===== src/hdl/stb_pkg.sv =====
// ----------------------------------------------------------------------------
// stb_pkg
// Field widths and codes shared by the timer bank, its channels and its testbench.
// ----------------------------------------------------------------------------
package stb_pkg;

    // Fixed field widths of the command and result items
    localparam int CMD_W     = 3;
    localparam int SLOT_ID_W = 4;
    localparam int TIME_IN_W = 32;
    localparam int STATUS_W  = 2;

    // Command codes
    localparam logic [CMD_W-1:0] CMD_TICK    = 3'd0;
    localparam logic [CMD_W-1:0] CMD_CREATE  = 3'd1;
    localparam logic [CMD_W-1:0] CMD_START   = 3'd2;
    localparam logic [CMD_W-1:0] CMD_PAUSE   = 3'd3;
    localparam logic [CMD_W-1:0] CMD_RESTART = 3'd4;
    localparam logic [CMD_W-1:0] CMD_REMOVE  = 3'd5;

    // Reply status codes
    localparam logic [STATUS_W-1:0] ST_OK    = 2'd0;
    localparam logic [STATUS_W-1:0] ST_EMPTY = 2'd1;
    localparam logic [STATUS_W-1:0] ST_FULL  = 2'd2;

    // Result kinds
    localparam logic KIND_REPLY = 1'b0;
    localparam logic KIND_FIRE  = 1'b1;

endpackage


===== src/hdl/stb_if.sv =====
// ----------------------------------------------------------------------------
// stb_if
// Valid/ready channels of the timer bank: command items in, result items out.
// ----------------------------------------------------------------------------
interface stb_req_if;
    import stb_pkg::*;

    logic                 valid;
    logic                 ready;
    logic [CMD_W-1:0]     cmd;
    logic [SLOT_ID_W-1:0] slot;
    logic [TIME_IN_W-1:0] duration;
    logic                 start_now;
    logic                 repeat_mode;
    logic [TIME_IN_W-1:0] tick_delta;

    modport source
    (
        output valid, cmd, slot, duration, start_now, repeat_mode, tick_delta,
        input  ready
    );

    modport sink
    (
        input  valid, cmd, slot, duration, start_now, repeat_mode, tick_delta,
        output ready
    );
endinterface

interface stb_rsp_if;
    import stb_pkg::*;

    logic                 valid;
    logic                 ready;
    logic                 kind;
    logic [SLOT_ID_W-1:0] slot_id;
    logic [STATUS_W-1:0]  status;
    logic                 last;

    modport source
    (
        output valid, kind, slot_id, status, last,
        input  ready
    );

    modport sink
    (
        input  valid, kind, slot_id, status, last,
        output ready
    );
endinterface


===== src/hdl/stb_ram.sv =====
// ----------------------------------------------------------------------------
// stb_ram
// Generic single-write, single-read RAM with registered read data.
// ----------------------------------------------------------------------------
module stb_ram #(
    parameter int WIDTH = 32,
    parameter int DEPTH = 16
) (
    input  logic                                      clk,
    input  logic                                      we,
    input  logic [((DEPTH > 1) ? $clog2(DEPTH) : 1)-1:0] waddr,
    input  logic [WIDTH-1:0]                          wdata,
    input  logic [((DEPTH > 1) ? $clog2(DEPTH) : 1)-1:0] raddr,
    output logic [WIDTH-1:0]                          rdata
);

    logic [WIDTH-1:0] mem [DEPTH];

    // Write port
    always_ff @(posedge clk)
    begin
        if (we)
        begin
            mem[waddr] <= wdata;
        end
    end

    // Registered read port
    always_ff @(posedge clk)
    begin
        rdata <= mem[raddr];
    end

endmodule


===== src/hdl/stb_tick_alu.sv =====
// ----------------------------------------------------------------------------
// stb_tick_alu
// Shared elapsed-time unit: saturating add of the tick time, compare to period.
// ----------------------------------------------------------------------------
module stb_tick_alu #(
    parameter int W = 32
) (
    input  logic [W-1:0] elapsed,
    input  logic [W-1:0] dt,
    input  logic [W-1:0] period,
    output logic [W-1:0] sat_sum,
    output logic         reached
);

    logic [W:0] raw_sum;

    // Add with carry out, clamp on overflow
    assign raw_sum = {1'b0, elapsed} + {1'b0, dt};
    assign sat_sum = raw_sum[W] ? {W{1'b1}} : raw_sum[W-1:0];

    // Expiry compare
    assign reached = (sat_sum >= period);

endmodule


===== src/hdl/software_timer_bank.sv =====
// ----------------------------------------------------------------------------
// software_timer_bank
// Bank of one-shot / periodic timer slots walked by a slot-serial sequencer.
// ----------------------------------------------------------------------------
//  channel | dir | handshake    | payload
//  --------+-----+--------------+-----------------------------------------------
//  req     | in  | valid/ready  | cmd, slot, duration, start_now, repeat_mode,
//          |     |              | tick_delta
//  rsp     | out | valid/ready  | kind, slot_id, status, last
//
//  Tick: one slot per cycle through the shared add/compare unit unless a firing slot
//  finds the result register full; period and elapsed read from RAM one slot ahead.
//  Create: scans slots upward for the first free one.
//  req.ready is high only while idle; a full result register holds a firing slot.
//  Reset clears all slot flags at once; period and elapsed RAMs need no clearing.
// ----------------------------------------------------------------------------
module software_timer_bank #(
    parameter int NUM_SLOTS  = 16,
    parameter int TIME_WIDTH = 32
) (
    input  logic            clk,
    input  logic            rst_n,
    stb_req_if.sink         req,
    stb_rsp_if.source       rsp
);
    import stb_pkg::*;

    localparam int SLOT_W = (NUM_SLOTS > 1) ? $clog2(NUM_SLOTS) : 1;
    localparam int TGT_CW = ((SLOT_W > SLOT_ID_W) ? SLOT_W : SLOT_ID_W) + 1;

    // Sequencer states
    localparam logic [2:0] S_IDLE = 3'd0;
    localparam logic [2:0] S_TICK = 3'd1;
    localparam logic [2:0] S_DONE = 3'd2;
    localparam logic [2:0] S_FIND = 3'd3;
    localparam logic [2:0] S_CMD  = 3'd4;

    logic [2:0]            state_reg, state_next;
    logic [SLOT_W-1:0]     idx_reg, idx_next;

    // Latched command item
    logic [CMD_W-1:0]      cmd_reg, cmd_next;
    logic [SLOT_ID_W-1:0]  tgt_reg, tgt_next;
    logic [TIME_WIDTH-1:0] dur_reg, dur_next;
    logic [TIME_WIDTH-1:0] dt_reg, dt_next;
    logic                  start_reg, start_next;
    logic                  rep_reg, rep_next;

    // Slot flags
    logic [NUM_SLOTS-1:0]  used_reg, used_next;
    logic [NUM_SLOTS-1:0]  paused_reg, paused_next;
    logic [NUM_SLOTS-1:0]  repeat_reg, repeat_next;

    // Result register
    logic                  out_valid_reg, out_valid_next;
    logic                  out_kind_reg, out_kind_next;
    logic [SLOT_ID_W-1:0]  out_slot_reg, out_slot_next;
    logic [STATUS_W-1:0]   out_status_reg, out_status_next;
    logic                  out_last_reg, out_last_next;

    // RAM ports
    logic                  el_we;
    logic [SLOT_W-1:0]     el_waddr;
    logic [TIME_WIDTH-1:0] el_wdata;
    logic                  pd_we;
    logic [SLOT_W-1:0]     raddr;
    logic [TIME_WIDTH-1:0] el_rdata;
    logic [TIME_WIDTH-1:0] pd_rdata;

    // Shared unit
    logic [TIME_WIDTH-1:0] alu_sum;
    logic                  alu_reached;

    // Helpers
    logic                  out_free;
    logic                  last_slot;
    logic                  tgt_ok;
    logic [SLOT_W-1:0]     tgt_idx;
    logic                  tgt_live;
    logic                  run;
    logic                  fire;
    logic                  proceed;
    logic [SLOT_W-1:0]     idx_inc;

    stb_ram #(
        .WIDTH (TIME_WIDTH),
        .DEPTH (NUM_SLOTS)
    ) u_elapsed_ram (
        .clk   (clk),
        .we    (el_we),
        .waddr (el_waddr),
        .wdata (el_wdata),
        .raddr (raddr),
        .rdata (el_rdata)
    );

    stb_ram #(
        .WIDTH (TIME_WIDTH),
        .DEPTH (NUM_SLOTS)
    ) u_period_ram (
        .clk   (clk),
        .we    (pd_we),
        .waddr (idx_reg),
        .wdata (dur_reg),
        .raddr (raddr),
        .rdata (pd_rdata)
    );

    stb_tick_alu #(
        .W (TIME_WIDTH)
    ) u_alu (
        .elapsed (el_rdata),
        .dt      (dt_reg),
        .period  (pd_rdata),
        .sat_sum (alu_sum),
        .reached (alu_reached)
    );

    // Common decode
    assign out_free  = !out_valid_reg || rsp.ready;
    assign last_slot = (idx_reg == SLOT_W'(NUM_SLOTS - 1));
    assign idx_inc   = last_slot ? '0 : idx_reg + SLOT_W'(1);
    assign tgt_ok    = (TGT_CW'(tgt_reg) < TGT_CW'(NUM_SLOTS));
    assign tgt_idx   = SLOT_W'(tgt_reg);
    assign tgt_live  = tgt_ok && used_reg[tgt_idx];
    assign run       = used_reg[idx_reg] && !paused_reg[idx_reg];
    assign fire      = (state_reg == S_TICK) && run && alu_reached;
    assign proceed   = !fire || out_free;

    // Sequencer
    always_comb
    begin
        state_next      = state_reg;
        idx_next        = idx_reg;
        cmd_next        = cmd_reg;
        tgt_next        = tgt_reg;
        dur_next        = dur_reg;
        dt_next         = dt_reg;
        start_next      = start_reg;
        rep_next        = rep_reg;
        used_next       = used_reg;
        paused_next     = paused_reg;
        repeat_next     = repeat_reg;
        out_valid_next  = out_valid_reg && !rsp.ready;
        out_kind_next   = out_kind_reg;
        out_slot_next   = out_slot_reg;
        out_status_next = out_status_reg;
        out_last_next   = out_last_reg;
        el_we           = 1'b0;
        el_waddr        = idx_reg;
        el_wdata        = '0;
        pd_we           = 1'b0;
        raddr           = '0;

        case (state_reg)
            S_IDLE:
            begin
                if (req.valid)
                begin
                    cmd_next   = req.cmd;
                    tgt_next   = req.slot;
                    dur_next   = TIME_WIDTH'(req.duration);
                    dt_next    = TIME_WIDTH'(req.tick_delta);
                    start_next = req.start_now;
                    rep_next   = req.repeat_mode;
                    idx_next   = '0;
                    case (req.cmd)
                        CMD_TICK:   state_next = S_TICK;
                        CMD_CREATE: state_next = S_FIND;
                        default:    state_next = S_CMD;
                    endcase
                end
            end

            // One slot per cycle unless a fire stalls; next slot read on retiring
            S_TICK:
            begin
                raddr = proceed ? idx_inc : idx_reg;
                if (proceed)
                begin
                    if (run)
                    begin
                        el_we    = 1'b1;
                        el_wdata = (fire && repeat_reg[idx_reg]) ? '0 : alu_sum;
                    end
                    if (fire)
                    begin
                        out_valid_next  = 1'b1;
                        out_kind_next   = KIND_FIRE;
                        out_slot_next   = SLOT_ID_W'(idx_reg);
                        out_status_next = ST_OK;
                        out_last_next   = 1'b0;
                        if (!repeat_reg[idx_reg])
                        begin
                            used_next[idx_reg]   = 1'b0;
                            paused_next[idx_reg] = 1'b0;
                            repeat_next[idx_reg] = 1'b0;
                        end
                    end
                    if (last_slot)
                    begin
                        state_next = S_DONE;
                    end
                    else
                    begin
                        idx_next = idx_inc;
                    end
                end
            end

            // Closing reply of a tick
            S_DONE:
            begin
                if (out_free)
                begin
                    out_valid_next  = 1'b1;
                    out_kind_next   = KIND_REPLY;
                    out_slot_next   = '0;
                    out_status_next = ST_OK;
                    out_last_next   = 1'b1;
                    state_next      = S_IDLE;
                end
            end

            // Scan upward for the lowest free slot
            S_FIND:
            begin
                if (!used_reg[idx_reg])
                begin
                    if (out_free)
                    begin
                        used_next[idx_reg]   = 1'b1;
                        paused_next[idx_reg] = !start_reg;
                        repeat_next[idx_reg] = rep_reg;
                        pd_we                = 1'b1;
                        el_we                = 1'b1;
                        out_valid_next       = 1'b1;
                        out_kind_next        = KIND_REPLY;
                        out_slot_next        = SLOT_ID_W'(idx_reg);
                        out_status_next      = ST_OK;
                        out_last_next        = 1'b1;
                        state_next           = S_IDLE;
                    end
                end
                else if (last_slot)
                begin
                    if (out_free)
                    begin
                        out_valid_next  = 1'b1;
                        out_kind_next   = KIND_REPLY;
                        out_slot_next   = '0;
                        out_status_next = ST_FULL;
                        out_last_next   = 1'b1;
                        state_next      = S_IDLE;
                    end
                end
                else
                begin
                    idx_next = idx_inc;
                end
            end

            // Single-slot commands
            S_CMD:
            begin
                el_waddr = tgt_idx;
                if (out_free)
                begin
                    out_valid_next  = 1'b1;
                    out_kind_next   = KIND_REPLY;
                    out_slot_next   = tgt_reg;
                    out_status_next = tgt_live ? ST_OK : ST_EMPTY;
                    out_last_next   = 1'b1;
                    state_next      = S_IDLE;
                    case (cmd_reg)
                        CMD_START:
                        begin
                            if (tgt_live)
                            begin
                                paused_next[tgt_idx] = 1'b0;
                            end
                        end
                        CMD_PAUSE:
                        begin
                            if (tgt_live)
                            begin
                                paused_next[tgt_idx] = 1'b1;
                            end
                        end
                        CMD_RESTART:
                        begin
                            if (tgt_live)
                            begin
                                paused_next[tgt_idx] = 1'b0;
                                el_we                = 1'b1;
                            end
                        end
                        CMD_REMOVE:
                        begin
                            if (tgt_live)
                            begin
                                used_next[tgt_idx]   = 1'b0;
                                paused_next[tgt_idx] = 1'b0;
                                repeat_next[tgt_idx] = 1'b0;
                            end
                        end
                        default:
                        begin
                            // unknown command: plain ok reply
                            out_slot_next   = '0;
                            out_status_next = ST_OK;
                        end
                    endcase
                end
            end

            default:
            begin
                state_next = S_IDLE;
            end
        endcase
    end

    // Control registers
    always_ff @(posedge clk or negedge rst_n)
    begin
        if (!rst_n)
        begin
            state_reg     <= S_IDLE;
            idx_reg       <= '0;
            used_reg      <= '0;
            paused_reg    <= '0;
            repeat_reg    <= '0;
            out_valid_reg <= 1'b0;
        end
        else
        begin
            state_reg     <= state_next;
            idx_reg       <= idx_next;
            used_reg      <= used_next;
            paused_reg    <= paused_next;
            repeat_reg    <= repeat_next;
            out_valid_reg <= out_valid_next;
        end
    end

    // Payload registers
    always_ff @(posedge clk)
    begin
        cmd_reg        <= cmd_next;
        tgt_reg        <= tgt_next;
        dur_reg        <= dur_next;
        dt_reg         <= dt_next;
        start_reg      <= start_next;
        rep_reg        <= rep_next;
        out_kind_reg   <= out_kind_next;
        out_slot_reg   <= out_slot_next;
        out_status_reg <= out_status_next;
        out_last_reg   <= out_last_next;
    end

    // Ports
    assign req.ready   = (state_reg == S_IDLE);
    assign rsp.valid   = out_valid_reg;
    assign rsp.kind    = out_kind_reg;
    assign rsp.slot_id = out_slot_reg;
    assign rsp.status  = out_status_reg;
    assign rsp.last    = out_last_reg;

    // Checks
    a_busy_after_accept: assert property (@(posedge clk) disable iff (!rst_n)
        (req.valid && req.ready) |=> !req.ready)
        else $error("command accepted while a previous one was in flight");

    a_fire_fields: assert property (@(posedge clk) disable iff (!rst_n)
        (rsp.valid && rsp.kind == KIND_FIRE) |-> (rsp.status == ST_OK && !rsp.last))
        else $error("fire event with reply fields set");

    a_walk_range: assert property (@(posedge clk) disable iff (!rst_n)
        (state_reg == S_TICK || state_reg == S_FIND) |-> (int'(idx_reg) < NUM_SLOTS))
        else $error("slot walk index out of range");

    a_no_idle_write: assert property (@(posedge clk) disable iff (!rst_n)
        (state_reg == S_IDLE) |-> (!el_we && !pd_we))
        else $error("slot RAM written while idle");

endmodule


===== src/flat_wrapper.sv =====
// flat-port wrapper written by rule: the top's interface ports become plain ports
module software_timer_bank_flat import stb_pkg::*;
#(
    parameter int NUM_SLOTS  = 16,
    parameter int TIME_WIDTH = 32
)
  (clk, rst_n, req_valid, req_cmd, req_slot, req_duration, req_start_now, req_repeat_mode, req_tick_delta, req_ready, rsp_valid, rsp_kind, rsp_slot_id, rsp_status, rsp_last, rsp_ready);
  stb_req_if req_i ();
  stb_rsp_if rsp_i ();
  input  logic clk;
  input  logic rst_n;
  input wire logic [$bits(req_i.valid)-1:0] req_valid;
  input wire logic [$bits(req_i.cmd)-1:0] req_cmd;
  input wire logic [$bits(req_i.slot)-1:0] req_slot;
  input wire logic [$bits(req_i.duration)-1:0] req_duration;
  input wire logic [$bits(req_i.start_now)-1:0] req_start_now;
  input wire logic [$bits(req_i.repeat_mode)-1:0] req_repeat_mode;
  input wire logic [$bits(req_i.tick_delta)-1:0] req_tick_delta;
  output wire logic [$bits(req_i.ready)-1:0] req_ready;
  output wire logic [$bits(rsp_i.valid)-1:0] rsp_valid;
  output wire logic [$bits(rsp_i.kind)-1:0] rsp_kind;
  output wire logic [$bits(rsp_i.slot_id)-1:0] rsp_slot_id;
  output wire logic [$bits(rsp_i.status)-1:0] rsp_status;
  output wire logic [$bits(rsp_i.last)-1:0] rsp_last;
  input wire logic [$bits(rsp_i.ready)-1:0] rsp_ready;
  assign req_i.valid = req_valid;
  assign req_i.cmd = req_cmd;
  assign req_i.slot = req_slot;
  assign req_i.duration = req_duration;
  assign req_i.start_now = req_start_now;
  assign req_i.repeat_mode = req_repeat_mode;
  assign req_i.tick_delta = req_tick_delta;
  assign req_ready = req_i.ready;
  assign rsp_valid = rsp_i.valid;
  assign rsp_kind = rsp_i.kind;
  assign rsp_slot_id = rsp_i.slot_id;
  assign rsp_status = rsp_i.status;
  assign rsp_last = rsp_i.last;
  assign rsp_i.ready = rsp_ready;
  software_timer_bank #(.NUM_SLOTS(NUM_SLOTS), .TIME_WIDTH(TIME_WIDTH)) u_core (.clk(clk), .rst_n(rst_n), .req(req_i), .rsp(rsp_i));
endmodule

===== config.mk =====
export PLATFORM = sky130hd
export DESIGN_NAME = software_timer_bank_flat
export DESIGN_NICKNAME = d
export VERILOG_FILES = /design/src/hdl/stb_pkg.sv /design/src/hdl/stb_if.sv /design/src/hdl/stb_ram.sv /design/src/hdl/stb_tick_alu.sv /design/src/hdl/software_timer_bank.sv /design/src/flat_wrapper.sv
export SDC_FILE = /design/constraint.sdc
export NUM_CORES = 2
export LEC_CHECK = 0
export BUFFER_PORTS_ARGS = -buffer_cell sky130_fd_sc_hd__buf_2
export CAP_MARGIN = 25
export CELL_PAD_IN_SITES_DETAIL_PLACEMENT = 1
export CELL_PAD_IN_SITES_GLOBAL_PLACEMENT = 2
export CORE_MARGIN = 1
export CORE_UTILIZATION = 51
export CTS_CLUSTER_SIZE = 40
export DETAILED_ROUTE_END_ITERATION = 6
export PLACE_DENSITY_LB_ADDON = 0.05
export SLEW_MARGIN = 10
export SYNTH_ARGS = -nofsm -noshare
export SYNTH_HDL_FRONTEND = slang
export SYNTH_SLANG_ARGS = --single-unit

===== constraint.sdc =====
create_clock -name clk -period 16.13 [get_ports clk]
set_input_delay 3.226 -clock clk [delete_from_list [all_inputs] [get_ports clk]]
set_output_delay 3.226 -clock clk [all_outputs]
set_load 0.01 [all_outputs]

==> impl_metrics.env <==
export IMPL_outcome="finished clean"
export IMPL_area_growth_pct=12.7
export IMPL_synth_seq_area_share_pct=72.3
export IMPL_ios=87
export IMPL_firstDrtPassIters=5
export IMPL_grt_usage_pct=28.2
export IMPL_wirelength_um=139000
export IMPL_die_h_um=314
export IMPL_post_cts_setup_buffers=0
export IMPL_skew_ps=20.6
export IMPL_post_cts_resized=0
export IMPL_dieArea_um2=98500
export IMPL_slew_headroom_pct=26.5
export IMPL_clkTransAtPathRegs_ps=60
export IMPL_finalHoldViolations=0
export IMPL_fin_tns_setup_ps=0
export IMPL_worstSetupPathType="flop to flop"
export IMPL_start_kind="flop"
export IMPL_cap_violations=0
export IMPL_clock_sinks=1225
export IMPL_rows=114
export IMPL_cts_made_buffers=121
export IMPL_p_leak_uw=0.0212
export IMPL_drive_above_1_share_pct=14.1
export IMPL_antenna_found_initial=2
export IMPL_synthDistinctLibCells=78
export IMPL_max_freq_mhz=116
export IMPL_clk_latency_ps=720
export IMPL_drc=0
export IMPL_rsz0062_at_grt="no"
export IMPL_grt_overflow=0
export IMPL_synth_nets=3204
export IMPL_setup_viol=0
export IMPL_tightest_slew_ps=1100
export IMPL_avgSynthCellArea_um2=16.2
export IMPL_grt_pass1_wl_um=200000
export IMPL_critPathMaxFanout=52
export IMPL_synth_compound_area_share_pct=7.32
export IMPL_synth_edf_count=1105
export IMPL_max_stage_delay_ps=780
export IMPL_antennaDiodeCount=0
export IMPL_fin_util_pct=57.9
export IMPL_critPathBufInv=4
export IMPL_ctsHoldBuffers=0
export IMPL_place_congestion=0.873
export IMPL_core_area_um2=96600
export IMPL_syn_area_um2=49600
export IMPL_synth_ff_type="edfxtp_1"
export IMPL_wl_per_cell_um=30.5
export IMPL_fin_crit_sh_pct=53.6
export IMPL_via_per_inst=6.18
export IMPL_yosysWarningCount=0
export IMPL_timing_final_max_slew_violations=0
export IMPL_drtAntennaViolNets=0
export IMPL_crit_path_end_kind="flop"
export IMPL_powerDensity_nw_per_um2=142
export IMPL_htreeDepth=3
export IMPL_reg_top3="u_core.u_elapsed_ram.mem x512, u_core.u_period_ram.mem x512"
export IMPL_worst_path_max_delay_cell="buf_4"
export IMPL_async_flop_share_pct=4.57
export IMPL_synthMuxAreaShare_pct=11.5
export IMPL_cts_tree="done"
export IMPL_die_width_um=314
export IMPL_root_buffer="clkbuf_16"
export IMPL_synthSimpleGateAreaFrac_pct=4.26
export IMPL_dpl_cell_area_um2=51500
export IMPL_cp_required_ps=16660
export IMPL_cp_arrival_ps=9180
export IMPL_hp_class="flop to flop"
export IMPL_ir_drop_mv=0.107
export IMPL_synthesis_instances=3058
export IMPL_grt_max_degree=68
export IMPL_synthAdderAreaFrac_pct=1.76
export IMPL_vias=28272
export IMPL_fin_area_um2=55900
export IMPL_synth_top_family_by_area="multiplexers"
export IMPL_synth_xor_area_share_pct=0.424
export IMPL_nNetsFinal=3336
export IMPL_drtIter0Drc=2540
export IMPL_min_period_ps=8640
export IMPL_start_util_pct=51.4
export IMPL_dp_hpwl_um=77100
export IMPL_cts_path_max_buffers=3
export IMPL_io_buffers=86
export IMPL_ys_ff_latch=1225
export IMPL_crit_family="compound AO/OA/AOI/OAI gates"
export IMPL_grt_pass1_vias=29472
==> cell families (layout without fill, tap and decap cells) <==
kind of cell	count (synthesis)	count (layout)
mux	545	545
simple gates	387	387
xor+xnor	24	24
fa+ha+maj	69	69
flops	1225	1225
buf+inv	236	477
compound gates	572	572
==> final timing paths <==
path,from,end,slack (ps),cells past startpoint
max,u_core.dt_reg[0],u_core.u_elapsed_ram.rdata[12],7490,26
min,u_core.paused_reg[3],u_core.paused_reg[3],510,2
max reg2reg,u_core.dt_reg[0],u_core.u_elapsed_ram.rdata[12],7490,26
min reg2reg,u_core.paused_reg[3],u_core.paused_reg[3],510,2
max in group asynchronous,rst_n,u_core.idx_reg[3],12910,2
min in group asynchronous,rst_n,u_core.paused_reg[5],2680,2
==> synthesized netlist by cell type (14+ instances only) <==
cell type	instances	area share (%)
a21o_1	30	0.45
a21oi_1	79	0.80
a31oi_1	22	0.28
a32oi_1	14	0.25
buf_2	46	0.46
buf_6	30	0.68
clkbuf_1	71	0.54
dfrtp_1	56	2.8
dfxtp_1	64	2.6
edfxtp_1	1105	67
ha_1	68	1.7
inv_1	64	0.48
mux2i_1	525	11
mux4_2	19	0.86
nand2_1	71	0.54
nand2b_1	31	0.39
nor2_1	89	0.67
nor2b_1	43	0.54
nor3_1	18	0.18
o21ai_0	76	0.77
o22ai_1	271	3.4
or4_1	66	1.0
==> metrics by stage <==
step           power (uW)  std cells  hold slack, ps  setup slack (ps)
2_1_floorplan        4700       3058             469              9540
3_3_place_gp         5030       4319             489              7220
3_5_place_dp         5080       4321             497              6940
4_1_cts              7960       4553             511              6810
5_1_grt              8190       4575             550              6930
6_report             7930       4575             511              7490
==> worst register-to-register path, delay by kind of cell (launching register included) <==
kind	cells	cell delay, ps
AOI/OAI and AO/OA	12	3260
adders and majority gates	3	890
buffers and inverters	4	1940
DFF	1	390
muxes	1	250
and+or+nand+nor	6	1750
==> layer usage <==
layer	routed length (um)	part of all wire (%)	global-route usage [%]	vias to the layer above
met5	0	0	0	-
met4	4680	3.4	10.2	0
met3	6810	4.9	3.71	231
met2	69500	50	47.7	806
met1	58400	42	37.5	14874
li1	-	-	-	12361
==> power breakdown <==
part | internal (uW) | switching [uW] | total, uW
Clock | 1670 | 1220 | 2900
Sequential | 3670 | 167 | 3840
Combinational | 460 | 737 | 1200
Total | 5800 | 2130 | 7930
==> placed cells by master, fill, tap and decap left out, types with 10 or more instances in the layout <==
| master | n |
|---|---|
| mux4_2 | 19 |
| clkinv_2 | 21 |
| bufinv_16 | 11 |
| xnor2_1 | 12 |
| edfxtp_1 | 1105 |
| clkbuf_8 | 21 |
| mux2i_1 | 525 |
| ha_1 | 68 |
| buf_4 | 88 |
| and3_1 | 12 |
| or4_1 | 66 |
| inv_1 | 63 |
| dfxtp_1 | 64 |
| nand2_1 | 71 |
| a21o_1 | 29 |
| or2_2 | 12 |
| clkbuf_16 | 122 |
| clkinv_1 | 10 |
| buf_2 | 86 |
| nand2b_1 | 31 |
| nor3_1 | 18 |
| a31oi_1 | 21 |
| o22ai_1 | 271 |
| nor2b_1 | 42 |
| dfrtp_1 | 56 |
| o21ai_0 | 74 |
| nand3_1 | 12 |
| o21ai_1 | 11 |
| nor2_1 | 57 |
| clkbuf_1 | 28 |
| xor2_1 | 12 |
| a32oi_1 | 14 |
| nor2_4 | 33 |
| a21oi_1 | 79 |
==> cell type report <==
class                      count  area [um^2]
fill                        8684        40700
timing repair buffer         180         1220
clock buffer                 171         3450
multi-input combinational   1597        12800
sequential                  1225        35900
tap                         1276         1600
inverter                      65          246
clock inverter                61          702
(Power assumes the default switching activity.)
